==> src/rtl/core/rbb_pkg.sv <==
// Shared types and constants for the ray box bounce block.
package rbb_pkg;

  localparam int POS_W    = 31;
  localparam int DIR_W    = 16;
  localparam int TOT_W    = 47;
  localparam int DIR_FRAC = 14;
  localparam int QUO_W    = POS_W + DIR_FRAC;
  localparam int PROD_W   = QUO_W + DIR_W;
  localparam int CNT_W    = 6;

  localparam logic [1:0] WALL_NONE = 2'd3;
  localparam logic [1:0] AXIS_LAST = 2'd2;

  localparam logic [1:0] CFG_BOX_X = 2'd0;
  localparam logic [1:0] CFG_BOX_Y = 2'd1;
  localparam logic [1:0] CFG_BOX_Z = 2'd2;

  localparam logic [POS_W-1:0] BOX_RESET = 31'd6553600;

  typedef enum logic {
    ALU_DIV,
    ALU_MUL
  } alu_op_t;

  typedef struct packed {
    logic    start;
    alu_op_t op;
  } alu_ctl_t;

  typedef enum logic [2:0] {
    ST_IDLE,
    ST_DIV_GO,
    ST_DIV_WAIT,
    ST_MUL_GO,
    ST_MUL_WAIT,
    ST_FIN,
    ST_EMIT
  } state_t;

endpackage

==> src/rtl/core/ray_box_bounce_step.sv <==
// Top level: ray state, bounce sequencer and result register.
// A load item goes from idle to ST_EMIT, which places its result in the output register.
// A bounce item runs three divisions and three multiplications on one shared unit, then a
// finishing and an emit state. A zero direction component skips its division; with all three
// zero no wall is chosen and the item goes to ST_EMIT without multiplying. One item is worked at
// a time; in_stall is high from acceptance until the result is placed in the output register.
// Reset sets box sizes to 100.0 and clears state, axis, valid, total, positions and directions.
module ray_box_bounce_step (
  input  logic                            clk,
  input  logic                            rst_n,
  input  logic                            cfg_we,
  input  logic [1:0]                      cfg_idx,
  input  logic [rbb_pkg::POS_W-1:0]       cfg_wdata,
  input  logic                            in_valid,
  output logic                            in_stall,
  input  logic                            in_kind,
  input  logic [rbb_pkg::POS_W-1:0]       in_start_x,
  input  logic [rbb_pkg::POS_W-1:0]       in_start_y,
  input  logic [rbb_pkg::POS_W-1:0]       in_start_z,
  input  logic signed [rbb_pkg::DIR_W-1:0] in_start_dir_x,
  input  logic signed [rbb_pkg::DIR_W-1:0] in_start_dir_y,
  input  logic signed [rbb_pkg::DIR_W-1:0] in_start_dir_z,
  output logic                            out_valid,
  input  logic                            out_stall,
  output logic [rbb_pkg::POS_W-1:0]       out_pos_x,
  output logic [rbb_pkg::POS_W-1:0]       out_pos_y,
  output logic [rbb_pkg::POS_W-1:0]       out_pos_z,
  output logic signed [rbb_pkg::DIR_W-1:0] out_dir_x,
  output logic signed [rbb_pkg::DIR_W-1:0] out_dir_y,
  output logic signed [rbb_pkg::DIR_W-1:0] out_dir_z,
  output logic [1:0]                      out_hit_wall,
  output logic [rbb_pkg::POS_W-1:0]       out_step_length,
  output logic [rbb_pkg::TOT_W-1:0]       out_total_path
);

  localparam int POS_W  = rbb_pkg::POS_W;
  localparam int DIR_W  = rbb_pkg::DIR_W;
  localparam int TOT_W  = rbb_pkg::TOT_W;
  localparam int QUO_W  = rbb_pkg::QUO_W;
  localparam int PROD_W = rbb_pkg::PROD_W;
  localparam int FRAC   = rbb_pkg::DIR_FRAC;
  localparam int EXT_W  = TOT_W + 2;

  rbb_pkg::state_t         state_r, state_nxt;
  logic [1:0]              ax_r, ax_nxt;
  logic [POS_W-1:0]        box_r [3];
  logic [POS_W-1:0]        pos_r [3];
  logic [POS_W-1:0]        pos_nxt [3];
  logic [DIR_W-1:0]        dir_r [3];
  logic [DIR_W-1:0]        dir_nxt [3];
  logic [TOT_W-1:0]        total_r, total_nxt;
  logic                    best_ok_r, best_ok_nxt;
  logic [1:0]              best_ax_r, best_ax_nxt;
  logic [QUO_W-1:0]        best_mag_r, best_mag_nxt;
  logic                    best_neg_r, best_neg_nxt;
  logic                    dist_neg_r, dist_neg_nxt;
  logic [1:0]              wall_r, wall_nxt;
  logic [POS_W-1:0]        step_r, step_nxt;
  logic                    out_valid_r, out_valid_nxt;
  logic [POS_W-1:0]        o_pos_r [3];
  logic [DIR_W-1:0]        o_dir_r [3];
  logic [1:0]              o_wall_r;
  logic [POS_W-1:0]        o_step_r;
  logic [TOT_W-1:0]        o_total_r;
  logic                    emit_go;

  rbb_pkg::alu_ctl_t       alu_ctl;
  logic [QUO_W-1:0]        alu_a;
  logic [DIR_W-1:0]        alu_b;
  logic                    alu_done;
  logic [PROD_W-1:0]       alu_res;

  logic [DIR_W-1:0]        cur_dir;
  logic [DIR_W-1:0]        cur_mag;
  logic [POS_W+1:0]        wall_dist;
  logic [POS_W+1:0]        dist_abs;
  logic [QUO_W-1:0]        quo;
  logic                    quo_better;
  logic [TOT_W-1:0]        delta;
  logic                    mv_neg;
  logic [EXT_W-1:0]        pos_ext;
  logic [EXT_W-1:0]        pos_mv;
  logic [EXT_W-1:0]        box_ext;
  logic [DIR_W-1:0]        hit_dir;
  logic [TOT_W:0]          total_sum;
  logic                    in_acc;

  rbb_alu u_alu (
    .clk    (clk),
    .rst_n  (rst_n),
    .ctl    (alu_ctl),
    .a_in   (alu_a),
    .b_in   (alu_b),
    .done   (alu_done),
    .result (alu_res)
  );

  assign in_acc   = in_valid && !in_stall;
  assign in_stall = (state_r != rbb_pkg::ST_IDLE);
  assign emit_go  = (state_r == rbb_pkg::ST_EMIT) && (!out_valid_r || !out_stall);

  always_comb begin
    cur_dir  = dir_r[ax_r];
    cur_mag  = cur_dir[DIR_W-1] ? (~cur_dir + 1'b1) : cur_dir;
    if (!cur_dir[DIR_W-1]) begin
      wall_dist = {2'b00, box_r[ax_r]} - {2'b00, pos_r[ax_r]};
    end else begin
      wall_dist = '0 - {2'b00, pos_r[ax_r]};
    end
    dist_abs = wall_dist[POS_W+1] ? ('0 - wall_dist) : wall_dist;
    quo        = alu_res[QUO_W-1:0];
    quo_better = !best_ok_r || (quo < best_mag_r);
    delta      = alu_res[PROD_W-1:FRAC];
    mv_neg     = best_neg_r != cur_dir[DIR_W-1];
    pos_ext    = {{(EXT_W-POS_W){1'b0}}, pos_r[ax_r]};
    box_ext    = {{(EXT_W-POS_W){1'b0}}, box_r[ax_r]};
    pos_mv     = mv_neg ? (pos_ext - {2'b00, delta}) : (pos_ext + {2'b00, delta});
    hit_dir    = dir_r[best_ax_r];
    total_sum  = {1'b0, total_r} + {{(TOT_W-POS_W+1){1'b0}}, step_r};
  end

  always_comb begin
    state_nxt     = state_r;
    ax_nxt        = ax_r;
    pos_nxt       = pos_r;
    dir_nxt       = dir_r;
    total_nxt     = total_r;
    best_ok_nxt   = best_ok_r;
    best_ax_nxt   = best_ax_r;
    best_mag_nxt  = best_mag_r;
    best_neg_nxt  = best_neg_r;
    dist_neg_nxt  = dist_neg_r;
    wall_nxt      = wall_r;
    step_nxt      = step_r;
    out_valid_nxt = out_valid_r;
    alu_ctl.start = 1'b0;
    alu_ctl.op    = rbb_pkg::ALU_DIV;
    alu_a         = {dist_abs[POS_W-1:0], {FRAC{1'b0}}};
    alu_b         = cur_mag;

    if (out_valid_r && !out_stall) begin
      out_valid_nxt = 1'b0;
    end

    case (state_r)
      rbb_pkg::ST_IDLE: begin
        if (in_acc) begin
          if (!in_kind) begin
            pos_nxt[0] = in_start_x;
            pos_nxt[1] = in_start_y;
            pos_nxt[2] = in_start_z;
            dir_nxt[0] = in_start_dir_x;
            dir_nxt[1] = in_start_dir_y;
            dir_nxt[2] = in_start_dir_z;
            total_nxt  = '0;
            wall_nxt   = rbb_pkg::WALL_NONE;
            step_nxt   = '0;
            state_nxt  = rbb_pkg::ST_EMIT;
          end else begin
            ax_nxt      = '0;
            best_ok_nxt = 1'b0;
            state_nxt   = rbb_pkg::ST_DIV_GO;
          end
        end
      end
      rbb_pkg::ST_DIV_GO, rbb_pkg::ST_DIV_WAIT: begin
        if ((state_r == rbb_pkg::ST_DIV_GO) && (cur_dir != '0)) begin
          alu_ctl.start = 1'b1;
          dist_neg_nxt  = wall_dist[POS_W+1];
          state_nxt     = rbb_pkg::ST_DIV_WAIT;
        end else if ((state_r == rbb_pkg::ST_DIV_GO) || alu_done) begin
          if ((state_r == rbb_pkg::ST_DIV_WAIT) && quo_better) begin
            best_ok_nxt  = 1'b1;
            best_ax_nxt  = ax_r;
            best_mag_nxt = quo;
            best_neg_nxt = (quo != '0) && (dist_neg_r != cur_dir[DIR_W-1]);
          end
          if (ax_r == rbb_pkg::AXIS_LAST) begin
            ax_nxt = '0;
            if (best_ok_nxt) begin
              state_nxt = rbb_pkg::ST_MUL_GO;
            end else begin
              wall_nxt  = rbb_pkg::WALL_NONE;
              step_nxt  = '0;
              state_nxt = rbb_pkg::ST_EMIT;
            end
          end else begin
            ax_nxt    = ax_r + 1'b1;
            state_nxt = rbb_pkg::ST_DIV_GO;
          end
        end
      end
      rbb_pkg::ST_MUL_GO: begin
        alu_ctl.start = 1'b1;
        alu_ctl.op    = rbb_pkg::ALU_MUL;
        alu_a         = best_mag_r;
        state_nxt     = rbb_pkg::ST_MUL_WAIT;
      end
      rbb_pkg::ST_MUL_WAIT: begin
        if (alu_done) begin
          if (pos_mv[EXT_W-1]) begin
            pos_nxt[ax_r] = '0;
          end else if (pos_mv > box_ext) begin
            pos_nxt[ax_r] = box_r[ax_r];
          end else begin
            pos_nxt[ax_r] = pos_mv[POS_W-1:0];
          end
          if (ax_r == rbb_pkg::AXIS_LAST) begin
            state_nxt = rbb_pkg::ST_FIN;
          end else begin
            ax_nxt    = ax_r + 1'b1;
            state_nxt = rbb_pkg::ST_MUL_GO;
          end
        end
      end
      rbb_pkg::ST_FIN: begin
        if (hit_dir == {1'b1, {(DIR_W-1){1'b0}}}) begin
          dir_nxt[best_ax_r] = {1'b0, {(DIR_W-1){1'b1}}};
        end else begin
          dir_nxt[best_ax_r] = ~hit_dir + 1'b1;
        end
        wall_nxt = best_ax_r;
        if (best_mag_r > {{(QUO_W-POS_W){1'b0}}, {POS_W{1'b1}}}) begin
          step_nxt = {POS_W{1'b1}};
        end else begin
          step_nxt = best_mag_r[POS_W-1:0];
        end
        state_nxt = rbb_pkg::ST_EMIT;
      end
      rbb_pkg::ST_EMIT: begin
        if (wall_r != rbb_pkg::WALL_NONE) begin
          total_nxt = total_sum[TOT_W] ? {TOT_W{1'b1}} : total_sum[TOT_W-1:0];
        end
        if (emit_go) begin
          out_valid_nxt = 1'b1;
          state_nxt     = rbb_pkg::ST_IDLE;
        end else begin
          total_nxt = total_r;
        end
      end
      default: begin
        state_nxt = rbb_pkg::ST_IDLE;
      end
    endcase
  end

  always_ff @(posedge clk) begin
    if (!rst_n) begin
      state_r     <= rbb_pkg::ST_IDLE;
      ax_r        <= '0;
      out_valid_r <= 1'b0;
      best_ok_r   <= 1'b0;
      total_r     <= '0;
      for (int i = 0; i < 3; i++) begin
        box_r[i] <= rbb_pkg::BOX_RESET;
        pos_r[i] <= '0;
        dir_r[i] <= '0;
      end
    end else begin
      state_r     <= state_nxt;
      ax_r        <= ax_nxt;
      out_valid_r <= out_valid_nxt;
      best_ok_r   <= best_ok_nxt;
      total_r     <= total_nxt;
      pos_r       <= pos_nxt;
      dir_r       <= dir_nxt;
      if (cfg_we) begin
        case (cfg_idx)
          rbb_pkg::CFG_BOX_X: box_r[0] <= cfg_wdata;
          rbb_pkg::CFG_BOX_Y: box_r[1] <= cfg_wdata;
          rbb_pkg::CFG_BOX_Z: box_r[2] <= cfg_wdata;
          default: ;
        endcase
      end
    end
    best_ax_r  <= best_ax_nxt;
    best_mag_r <= best_mag_nxt;
    best_neg_r <= best_neg_nxt;
    dist_neg_r <= dist_neg_nxt;
    wall_r     <= wall_nxt;
    step_r     <= step_nxt;
    if (emit_go) begin
      o_pos_r   <= pos_r;
      o_dir_r   <= dir_r;
      o_wall_r  <= wall_r;
      o_step_r  <= step_r;
      o_total_r <= total_nxt;
    end
  end

  assign out_valid       = out_valid_r;
  assign out_pos_x       = o_pos_r[0];
  assign out_pos_y       = o_pos_r[1];
  assign out_pos_z       = o_pos_r[2];
  assign out_dir_x       = o_dir_r[0];
  assign out_dir_y       = o_dir_r[1];
  assign out_dir_z       = o_dir_r[2];
  assign out_hit_wall    = o_wall_r;
  assign out_step_length = o_step_r;
  assign out_total_path  = o_total_r;

  a_mul_needs_hit: assert property (@(posedge clk) disable iff (!rst_n)
    (state_r == rbb_pkg::ST_MUL_GO) |-> best_ok_r)
    else $error("multiply pass started without a chosen wall");
  a_load_clears_total: assert property (@(posedge clk) disable iff (!rst_n)
    (in_acc && !in_kind) |=> (total_r == '0))
    else $error("load did not clear the path total");
  a_done_in_wait: assert property (@(posedge clk) disable iff (!rst_n)
    alu_done |-> ((state_r == rbb_pkg::ST_DIV_WAIT) || (state_r == rbb_pkg::ST_MUL_WAIT)))
    else $error("arithmetic unit finished outside a wait state");
  a_emit_sets_valid: assert property (@(posedge clk) disable iff (!rst_n)
    emit_go |=> out_valid_r)
    else $error("result not presented after emit");

endmodule

==> src/rtl/core/rbb_alu.sv <==
// Bit-serial divider and shift-add multiplier shared by all axes.
module rbb_alu (
  input  logic                           clk,
  input  logic                           rst_n,
  input  rbb_pkg::alu_ctl_t              ctl,
  input  logic [rbb_pkg::QUO_W-1:0]      a_in,
  input  logic [rbb_pkg::DIR_W-1:0]      b_in,
  output logic                           done,
  output logic [rbb_pkg::PROD_W-1:0]     result
);

  logic                          busy_r, busy_nxt;
  logic                          done_r, done_nxt;
  rbb_pkg::alu_op_t              op_r, op_nxt;
  logic [rbb_pkg::CNT_W-1:0]     cnt_r, cnt_nxt;
  logic [rbb_pkg::QUO_W-1:0]     q_r, q_nxt;
  logic [rbb_pkg::DIR_W-1:0]     rem_r, rem_nxt;
  logic [rbb_pkg::DIR_W-1:0]     b_r, b_nxt;
  logic [rbb_pkg::PROD_W-1:0]    acc_r, acc_nxt;
  logic [rbb_pkg::DIR_W:0]       rem_sh;
  logic [rbb_pkg::DIR_W:0]       rem_sub;
  logic [rbb_pkg::PROD_W-1:0]    addend;

  always_comb begin
    rem_sh  = {rem_r, q_r[rbb_pkg::QUO_W-1]};
    rem_sub = rem_sh - {1'b0, b_r};
    addend  = b_r[rbb_pkg::DIR_W-1] ? {{rbb_pkg::DIR_W{1'b0}}, q_r} : '0;

    busy_nxt = busy_r;
    done_nxt = 1'b0;
    op_nxt   = op_r;
    cnt_nxt  = cnt_r;
    q_nxt    = q_r;
    rem_nxt  = rem_r;
    b_nxt    = b_r;
    acc_nxt  = acc_r;

    if (ctl.start) begin
      busy_nxt = 1'b1;
      op_nxt   = ctl.op;
      q_nxt    = a_in;
      b_nxt    = b_in;
      rem_nxt  = '0;
      acc_nxt  = '0;
      cnt_nxt  = (ctl.op == rbb_pkg::ALU_DIV) ? rbb_pkg::CNT_W'(rbb_pkg::QUO_W - 1)
                                              : rbb_pkg::CNT_W'(rbb_pkg::DIR_W - 1);
    end else if (busy_r) begin
      case (op_r)
        rbb_pkg::ALU_DIV: begin
          if (!rem_sub[rbb_pkg::DIR_W]) begin
            rem_nxt = rem_sub[rbb_pkg::DIR_W-1:0];
            q_nxt   = {q_r[rbb_pkg::QUO_W-2:0], 1'b1};
          end else begin
            rem_nxt = rem_sh[rbb_pkg::DIR_W-1:0];
            q_nxt   = {q_r[rbb_pkg::QUO_W-2:0], 1'b0};
          end
        end
        rbb_pkg::ALU_MUL: begin
          acc_nxt = {acc_r[rbb_pkg::PROD_W-2:0], 1'b0} + addend;
          b_nxt   = {b_r[rbb_pkg::DIR_W-2:0], 1'b0};
        end
        default: begin
          busy_nxt = 1'b0;
        end
      endcase
      if (cnt_r == '0) begin
        busy_nxt = 1'b0;
        done_nxt = 1'b1;
      end else begin
        cnt_nxt = cnt_r - 1'b1;
      end
    end
  end

  always_ff @(posedge clk) begin
    if (!rst_n) begin
      busy_r <= 1'b0;
      done_r <= 1'b0;
      op_r   <= rbb_pkg::ALU_DIV;
      cnt_r  <= '0;
    end else begin
      busy_r <= busy_nxt;
      done_r <= done_nxt;
      op_r   <= op_nxt;
      cnt_r  <= cnt_nxt;
    end
    q_r   <= q_nxt;
    rem_r <= rem_nxt;
    b_r   <= b_nxt;
    acc_r <= acc_nxt;
  end

  assign done   = done_r;
  assign result = (op_r == rbb_pkg::ALU_DIV) ? {{rbb_pkg::DIR_W{1'b0}}, q_r} : acc_r;

  a_start_idle: assert property (@(posedge clk) disable iff (!rst_n)
    ctl.start |-> !busy_r)
    else $error("unit started while busy");
  a_done_after_busy: assert property (@(posedge clk) disable iff (!rst_n)
    done_r |-> !busy_r)
    else $error("done raised while still busy");
  a_start_then_busy: assert property (@(posedge clk) disable iff (!rst_n)
    ctl.start |=> busy_r)
    else $error("unit did not go busy after start");

endmodule
==> config.mk <==
export PLATFORM = sky130hd
export DESIGN_NAME = ray_box_bounce_step
export DESIGN_NICKNAME = d
export VERILOG_FILES = /design/src/rtl/core/rbb_pkg.sv /design/src/rtl/core/ray_box_bounce_step.sv /design/src/rtl/core/rbb_alu.sv
export SDC_FILE = /design/constraint.sdc
export NUM_CORES = 2
export LEC_CHECK = 0
export BUFFER_PORTS_ARGS = -buffer_cell sky130_fd_sc_hd__buf_2
export CAP_MARGIN = 10
export CORE_MARGIN = 4
export CORE_UTILIZATION = 35
export CTS_CLUSTER_DIAMETER = 40
export DETAILED_ROUTE_END_ITERATION = 16
export SETUP_SLACK_MARGIN = 0.1
export SYNTH_ARGS = -nofsm -noshare
export SYNTH_HDL_FRONTEND = slang
export SYNTH_SLANG_ARGS = --single-unit
==> constraint.sdc <==
create_clock -name clk -period 10.2 [get_ports clk]
set_clock_uncertainty 0.15 [all_clocks]
set_input_delay 1.02 -clock clk [delete_from_list [all_inputs] [get_ports clk]]
set_output_delay 1.02 -clock clk [all_outputs]
set_load 0.03 [all_outputs]
* After elaboration in Yosys (flattened, before gate mapping)
Memories as Yosys holds them, arrays and structs flattened. A register that Yosys moved wholly into a read port is not among the register bits. Cells that the tools add are included. Widths: inputs -> output; s select.
Cells by class: mux-type cells 121, $lt $le $gt $ge 7, equal/unequal tests 26, reductions and logical operators 43, bitwise operators 16, add/subtract/negate cells 12
Operators with widths (number):
- $mux 93 | 5
- $mux 31 | 14
- $mux 47 | 5
- $mux 45 | 5
- $bwmux 93 | 2
- $pmux 93 s2 | 1
- $mux 16 | 10
- $mux 48 | 3
- $pmux 48 s2 | 1
- $pmux 47 s2 | 1
- $and 93x93->93 | 1
- $not 93->93 | 1
- $pmux 31 s3 | 1
- $bmux 16 s2 | 2
- $bmux 31 s2 | 1
- $demux 31 s2 | 1
- $add 61x61->61 | 1
- $mux 61 | 1
- $gt 49x31->1 | 1
- $mux 49 | 1
- $add 31x47->48 | 1
- $add 47x31->48 | 1
- $bwmux 48 | 1
- $sub 31x47->48 | 1
- 54 further kinds | 163
Storage, ports and cells: bits in writable memories 93, logic and storage cells 260, memories 1, bits in registers 645, output and inout port bits 223
Memories:
- box_r | words 3, width 31, read ports 1, clocked after memory_dff 1, wr ports 3, RTL line ray_box_bounce_step.sv:46 | logic [POS_W-1:0] box_r [3];

* Logic depth before layout (Yosys ltp)
depth after elaboration 13, gate-level depth with buffers 37, gate-level depth less buffers 31

* Cells and area by module
Synthesis repeated with hierarchy kept, for this count alone.
Second synthesis, totals: cell total of the unflattened synthesis 5053, area, all modules 46485.8 µm²
By module, submodules not included:
- ray_box_bounce_step | seq. area each 15835.2 µm², cells each 3903, area each 36292.3 µm², instances 1
- rbb_alu | seq. area each 3553.4 µm², cells each 1150, area each 10193.5 µm², instances 1

* Worst setup path after synthesis
OpenSTA, ideal clock, no wires.
path kind reg2reg, from reg ax_r[0], to reg step_r[0] (enable), slack 0.808 ns, required time 9.448 ns, arrival 8.640 ns, stages on the path, launching flop included 15, buffers on the path 4, cell sequence dfxtp_1 buf_2 buf_1 buf_1 clkbuf_1 mux2i_1 nor2_1 a31oi_1 ha_1 nand3_1 nor3_1 and3_1 a311o_1 inv_1 a2111oi_0
Between the ends: longest elaborated chain between the ends 8, elaborated cells on any way between the ends 10
Ends and longest elaborated chain:
- start: declaration | RTL line ray_box_bounce_step.sv:45 | logic [1:0] ax_r, ax_nxt;
- start signal: assignment | RTL line ray_box_bounce_step.sv:261 | ax_r <= ax_nxt;
- $not 2->3 (implied by the code) | RTL line ray_box_bounce_step.sv:103 | cur_dir = dir_r[ax_r];
- $bmux 16 s2 | RTL line ray_box_bounce_step.sv:103
- $mux 16 (implied by the code) (2 in a row) | RTL line ray_box_bounce_step.sv:103
- $reduce_bool 16->1 | RTL line ray_box_bounce_step.sv:167 | if ((state_r == rbb_pkg::ST_DIV_GO) && (cur_dir != '0)) begin
- $logic_and 1x1->1 | RTL line ray_box_bounce_step.sv:167
- $ne 2x2->1 (no source line)
- $reduce_and 7->1 (no source line) (*)
- end signal: assignment | RTL line ray_box_bounce_step.sv:281 | step_r <= step_nxt;
- end: declaration | RTL line ray_box_bounce_step.sv:58 | logic [POS_W-1:0] step_r, step_nxt;
Every way passes the cells marked *; elsewhere a longest branch is shown, timed or not. The select of a mux whose other input is x is not followed. A chain may end at the register's enable or synchronous reset.

* Worst setup path in the final report
from reg u_alu.op_r, to reg pos_r[29] (netlist bit)
Between the ends: longest elaborated chain between the ends 8, elaborated cells on any way between the ends 10
Ends and longest elaborated chain:
- start: declaration | RTL line rbb_alu.sv:14 | rbb_pkg::alu_op_t op_r, op_nxt;
- start signal: assignment | RTL line rbb_alu.sv:79 | op_r <= rbb_pkg::ALU_DIV;
- start signal: assignment | RTL line rbb_alu.sv:84 | op_r <= op_nxt;
- $mux 61 (*) | RTL line rbb_alu.sv:94 | assign result = (op_r == rbb_pkg::ALU_DIV) ? {{rbb_pkg::DIR_W{1'b0}}, q_r} : acc_r;
- net alu_res[14] | RTL line ray_box_bounce_step.sv:71 | logic [PROD_W-1:0] alu_res;
- $add 31x47->48 / $sub 31x47->48 (equally long branches) | RTL line ray_box_bounce_step.sv:117 | pos_mv = mv_neg ? (pos_ext - {2'b00, delta}) : (pos_ext + {2'b00, delta});
- $mux 49 (*) | RTL line ray_box_bounce_step.sv:117
- $gt 49x31->1 / $bwmux 93 (equally long branches) | RTL line ray_box_bounce_step.sv:203, ray_box_bounce_step.sv:206
- $mux 93 | RTL line ray_box_bounce_step.sv:203 | end else if (pos_mv > box_ext) begin
- $mux 93 (*) | RTL line ray_box_bounce_step.sv:201 | if (pos_mv[EXT_W-1]) begin
- $mux 93 (*) | RTL line ray_box_bounce_step.sv:200 | if (alu_done) begin
- $pmux 93 s2 (*) | RTL line ray_box_bounce_step.sv:145 | case (state_r)
- end signal: assignment | RTL line ray_box_bounce_step.sv:265 | pos_r <= pos_nxt;
- end: declaration | RTL line ray_box_bounce_step.sv:47 | logic [POS_W-1:0] pos_r [3];
Mark *: on every way through the listed nets, which the timed path passes. The rest lies on a longest branch. The select of a mux whose other input is x is not followed.

==> reports/summary.txt <==
==============================================================================
Depth of the CTS H-tree                                                      3
Maximum vdd drop                                                    0.000216 V
Number of synthesized register bits                                        740
Area of the die                                                      0.133 mm²
FILL cells                                                               12400
Slew margin rel.                                                         21.3%
Gate family responsible for the most delay along the worst path   simple AND/OR/NAND/NOR gates
Boundary Pins                                                              403
First drt pass iteration count                                               8
Fraction of the yosys area taken by sequential cells                     43.7%
Chip Height                                                             364 µm
Combined area of the multi-input logic cells                        0.0232 mm²
Die boundary width                                                      364 µm
Clock-pin transition on the worst setup and hold timing paths            60 ps
Leading cell type by number of instances after synthesis              edfxtp_1
Clock Sink Count                                                           740
Period Utilization, post-route                                           86.9%
Global-route total usage across every layer                              21.9%
Via count of the first global-routing pass                               36700
Unique cell type count in the Yosys netlist                                 91
YS warnings                                                                  0
Mean instance size in the synthesized netlist                         9.31 µm²
Number of cells on the worst reg-to-reg path                                30
Detailed-route vias per instance                                          5.63
Reg-to-reg critical path startpoint                                 u_alu.op_r
Pins Over Slew Limit                                                         0
Hold path depth                                                              0
Endpoint of the worst register-to-register path                      pos_r[29]
Effective utilization at floorplan                                       35.3%
Worst setup path class                                              reg -> reg
End point of the most critical hold path                          out_step_length[8]
Type of element launching the critical path                          flip-flop
Post-synth top area cell                                              edfxtp_1
Worst Path Required                                                   10630 ps
Power per cell area                                                 331 mW/mm²
Clock insertion delay at the later pin of the skew report               750 ps
# port buffers                                                             402
Final Routed Wirelength                                                 152 mm
Upper clock frequency limit                                          0.113 GHz
Number of buffers inserted during clock tree synthesis                     113
Buffers & Inverters on Critical Path                                         2
Setup repair bufs after CTS                                                  0
Lkg Pwr                                                                20.5 nW
Final Total Pwr                                                        17.3 mW
Cell area after synthesis                                           0.0444 mm²
Antenna violations before repair                                             3
Maximum number of pins on one net before global-route repair               108
Cell at the slowest stage of the critical path                         dfxtp_4
Hold Fails Final Rpt                                                         0
Via total after detailed routing                                         38500
Run status                                                        finished clean
# DRC                                                                        0
Worst setup slack after placement                                      1670 ps
Internal reg-to-reg setup slack                                        1340 ps
Main synth FF type                                                    edfxtp_1
Cell Rows                                                                  130
Number of instances resized during post-cts repair                           0
Number of enable-type register cells in the synthesized netlist            457
Startpoint of the tightest hold check path                           step_r[8]
List of most frequent post-synthesis cells                        edfxtp_1, a21oi_1, nor2_1
Min Tclk post-route                                                    8860 ps
Share of synthesized registers carrying an async set or reset               0%
Layout cell share with drive strength beyond 1                           14.6%
Setup repair after global routing missed its margin                         no
Accumulated negative setup slack                                          0 ps
Final Wtd Congestion                                                     0.943
Worst hold-check path type                                          reg -> reg
CTS tree                                                                   yes
Kind of end point of the critical path                               flip-flop
Core area                                                            0.126 mm²
WL/cell                                                                22.2 µm
Antenna-violating nets left                                                  0
Total congestion overflow                                                    0
Transition time at the pin with the least slew margin                  1180 ps
Final worst-path setup slack                                           1340 ps
Number of buffers added to fix hold violations after cts                     0
Clk Tree Root Cell                                                   clkbuf_16
Worst endpoint data arrival time                                       9300 ps
Top post-synthesis cells by area                                  edfxtp_1, dfxtp_1, ha_1, a21oi_1, mux2i_1
Min Hold Slack                                                          320 ps
Largest fanout of any net on the critical path                              40
Count of mapped cells out of synthesis                                    4772
Area overhead of the layout relative to synthesis                        17.5%
Global-route wire length before repair                                  225 mm
Setup Viol. Count Final                                                      0
Proportion of netlist area held by the largest area contributor          30.9%
HPWL after detailed placement                                           113 mm
First-iteration detailed-routing DRC count                                3458
Final net count                                                           5541
Maximum root-to-sink buffer count                                            3
Count of maximum capacitance violations                                      0
Synth Net Count                                                           5225
Register cell area after layout                                     0.0194 mm²
CP max stage delay                                                      780 ps
==============================================================================
metrics by stage:
| step | std cells | area [µm²] | util [%] |
|---|---|---|---|
| 6_report | 6845 | 52200 | 41.4 |
| 5_1_grt | 6838 | 52200 | 41.4 |
| 4_1_cts | 6838 | 52200 | 41.4 |
| 3_5_place_dp | 6623 | 48100 | 38.2 |
| 3_3_place_gp | 6623 | 48100 | 38.2 |
| 2_1_floorplan | 4772 | 44400 | - |
how the worst max path moves through the flow:
stage	start	end	slack (ps)	cells after the start
after floorplan	ax_r[0]	step_r[0]	810	14
after global placement	u_alu.op_r	pos_r[91]	1800	30
after detailed placement	u_alu.op_r	pos_r[29]	1670	30
after CTS	u_alu.op_r	pos_r[29]	1620	30
after global routing	u_alu.op_r	pos_r[60]	990	30
final	u_alu.op_r	pos_r[29]	1340	30
area by class of cell:
cell class              count  area share [%]
diodes                      7          0.0336
clock buffers             127            5.68
clock inverters            88            2.10
inverters                 243            1.77
multi-input cells        3520            44.4
flip-flops and latches    740            37.2
well taps                1650            3.96
repair buffers            470            4.83
logic make-up (layout without fill, tap and decap cells):
family,after synthesis,after routing,synth area share [%]
adders and majority gates,273,273,7.79
DFF,740,740,43.7
other,0,7,0
xor gates and xnor gates,205,205,4.04
muxes,204,204,4.64
and+or+nand+nor,1357,1357,14.6
buffers and inverters,512,928,4.43
AOI/OAI and AO/OA,1481,1481,20.9
power breakdown:
part / switching (mW) / internal, mW / total [mW] / leakage (nW)
clock network: 1.65 / 2.40 / 4.05 / 1.94
registers: 0.508 / 3.89 / 4.39 / 6.51
logic: 5.84 / 2.99 / 8.83 / 12.1
worst reg2reg max path: cells and delay by family, from the launching register on:
| kind | cells | cell delay, ps |
|---|---|---|
| compound gates | 12 | 2490 |
| xor+xnor | 1 | 130 |
| fa+ha+maj | 3 | 770 |
| buf+inv | 2 | 640 |
| flops | 1 | 780 |
| mux | 2 | 1120 |
| simple gates | 10 | 2620 |
cells in the final DEF, fill, tap and decap left out, types with 25 or more instances in the layout:
cell type	count
o21ai_0	331
and2_1	110
edfxtp_1	457
nor3_1	85
ha_1	267
nand2b_1	55
nor2b_1	48
inv_1	232
xor2_1	71
mux2i_1	188
nor4_1	26
a31oi_1	32
o22ai_1	108
a211oi_1	49
o21bai_1	25
a21oi_1	433
o31ai_1	26
nand4_1	37
xnor2_1	131
o22a_1	30
nand2_1	321
o21a_1	36
buf_2	402
buf_4	68
dfxtp_1	278
a22oi_1	141
a21o_1	80
nand3_1	106
and3_1	38
clkbuf_16	114
nor2_1	431
registers in the layout, indices dropped and copies added, names as in the netlist, 45 cells and up, named ones only:
name	count
best_mag_r	45
box_r	93
dir_r	48
out_total_path	47
pos_r	93
total_r	47
u_alu.acc_r	61
u_alu.q_r	45
layer usage:
layer,vias up,GRT usage (%),wire (µm)
li1,18200,-,-
met1,18600,29.6,66300
met2,1412,35.8,70400
met3,295,3.19,10100
met4,0,7.53,5130
met5,-,0,0
Note: power is estimated with default switching activity, not from simulation.
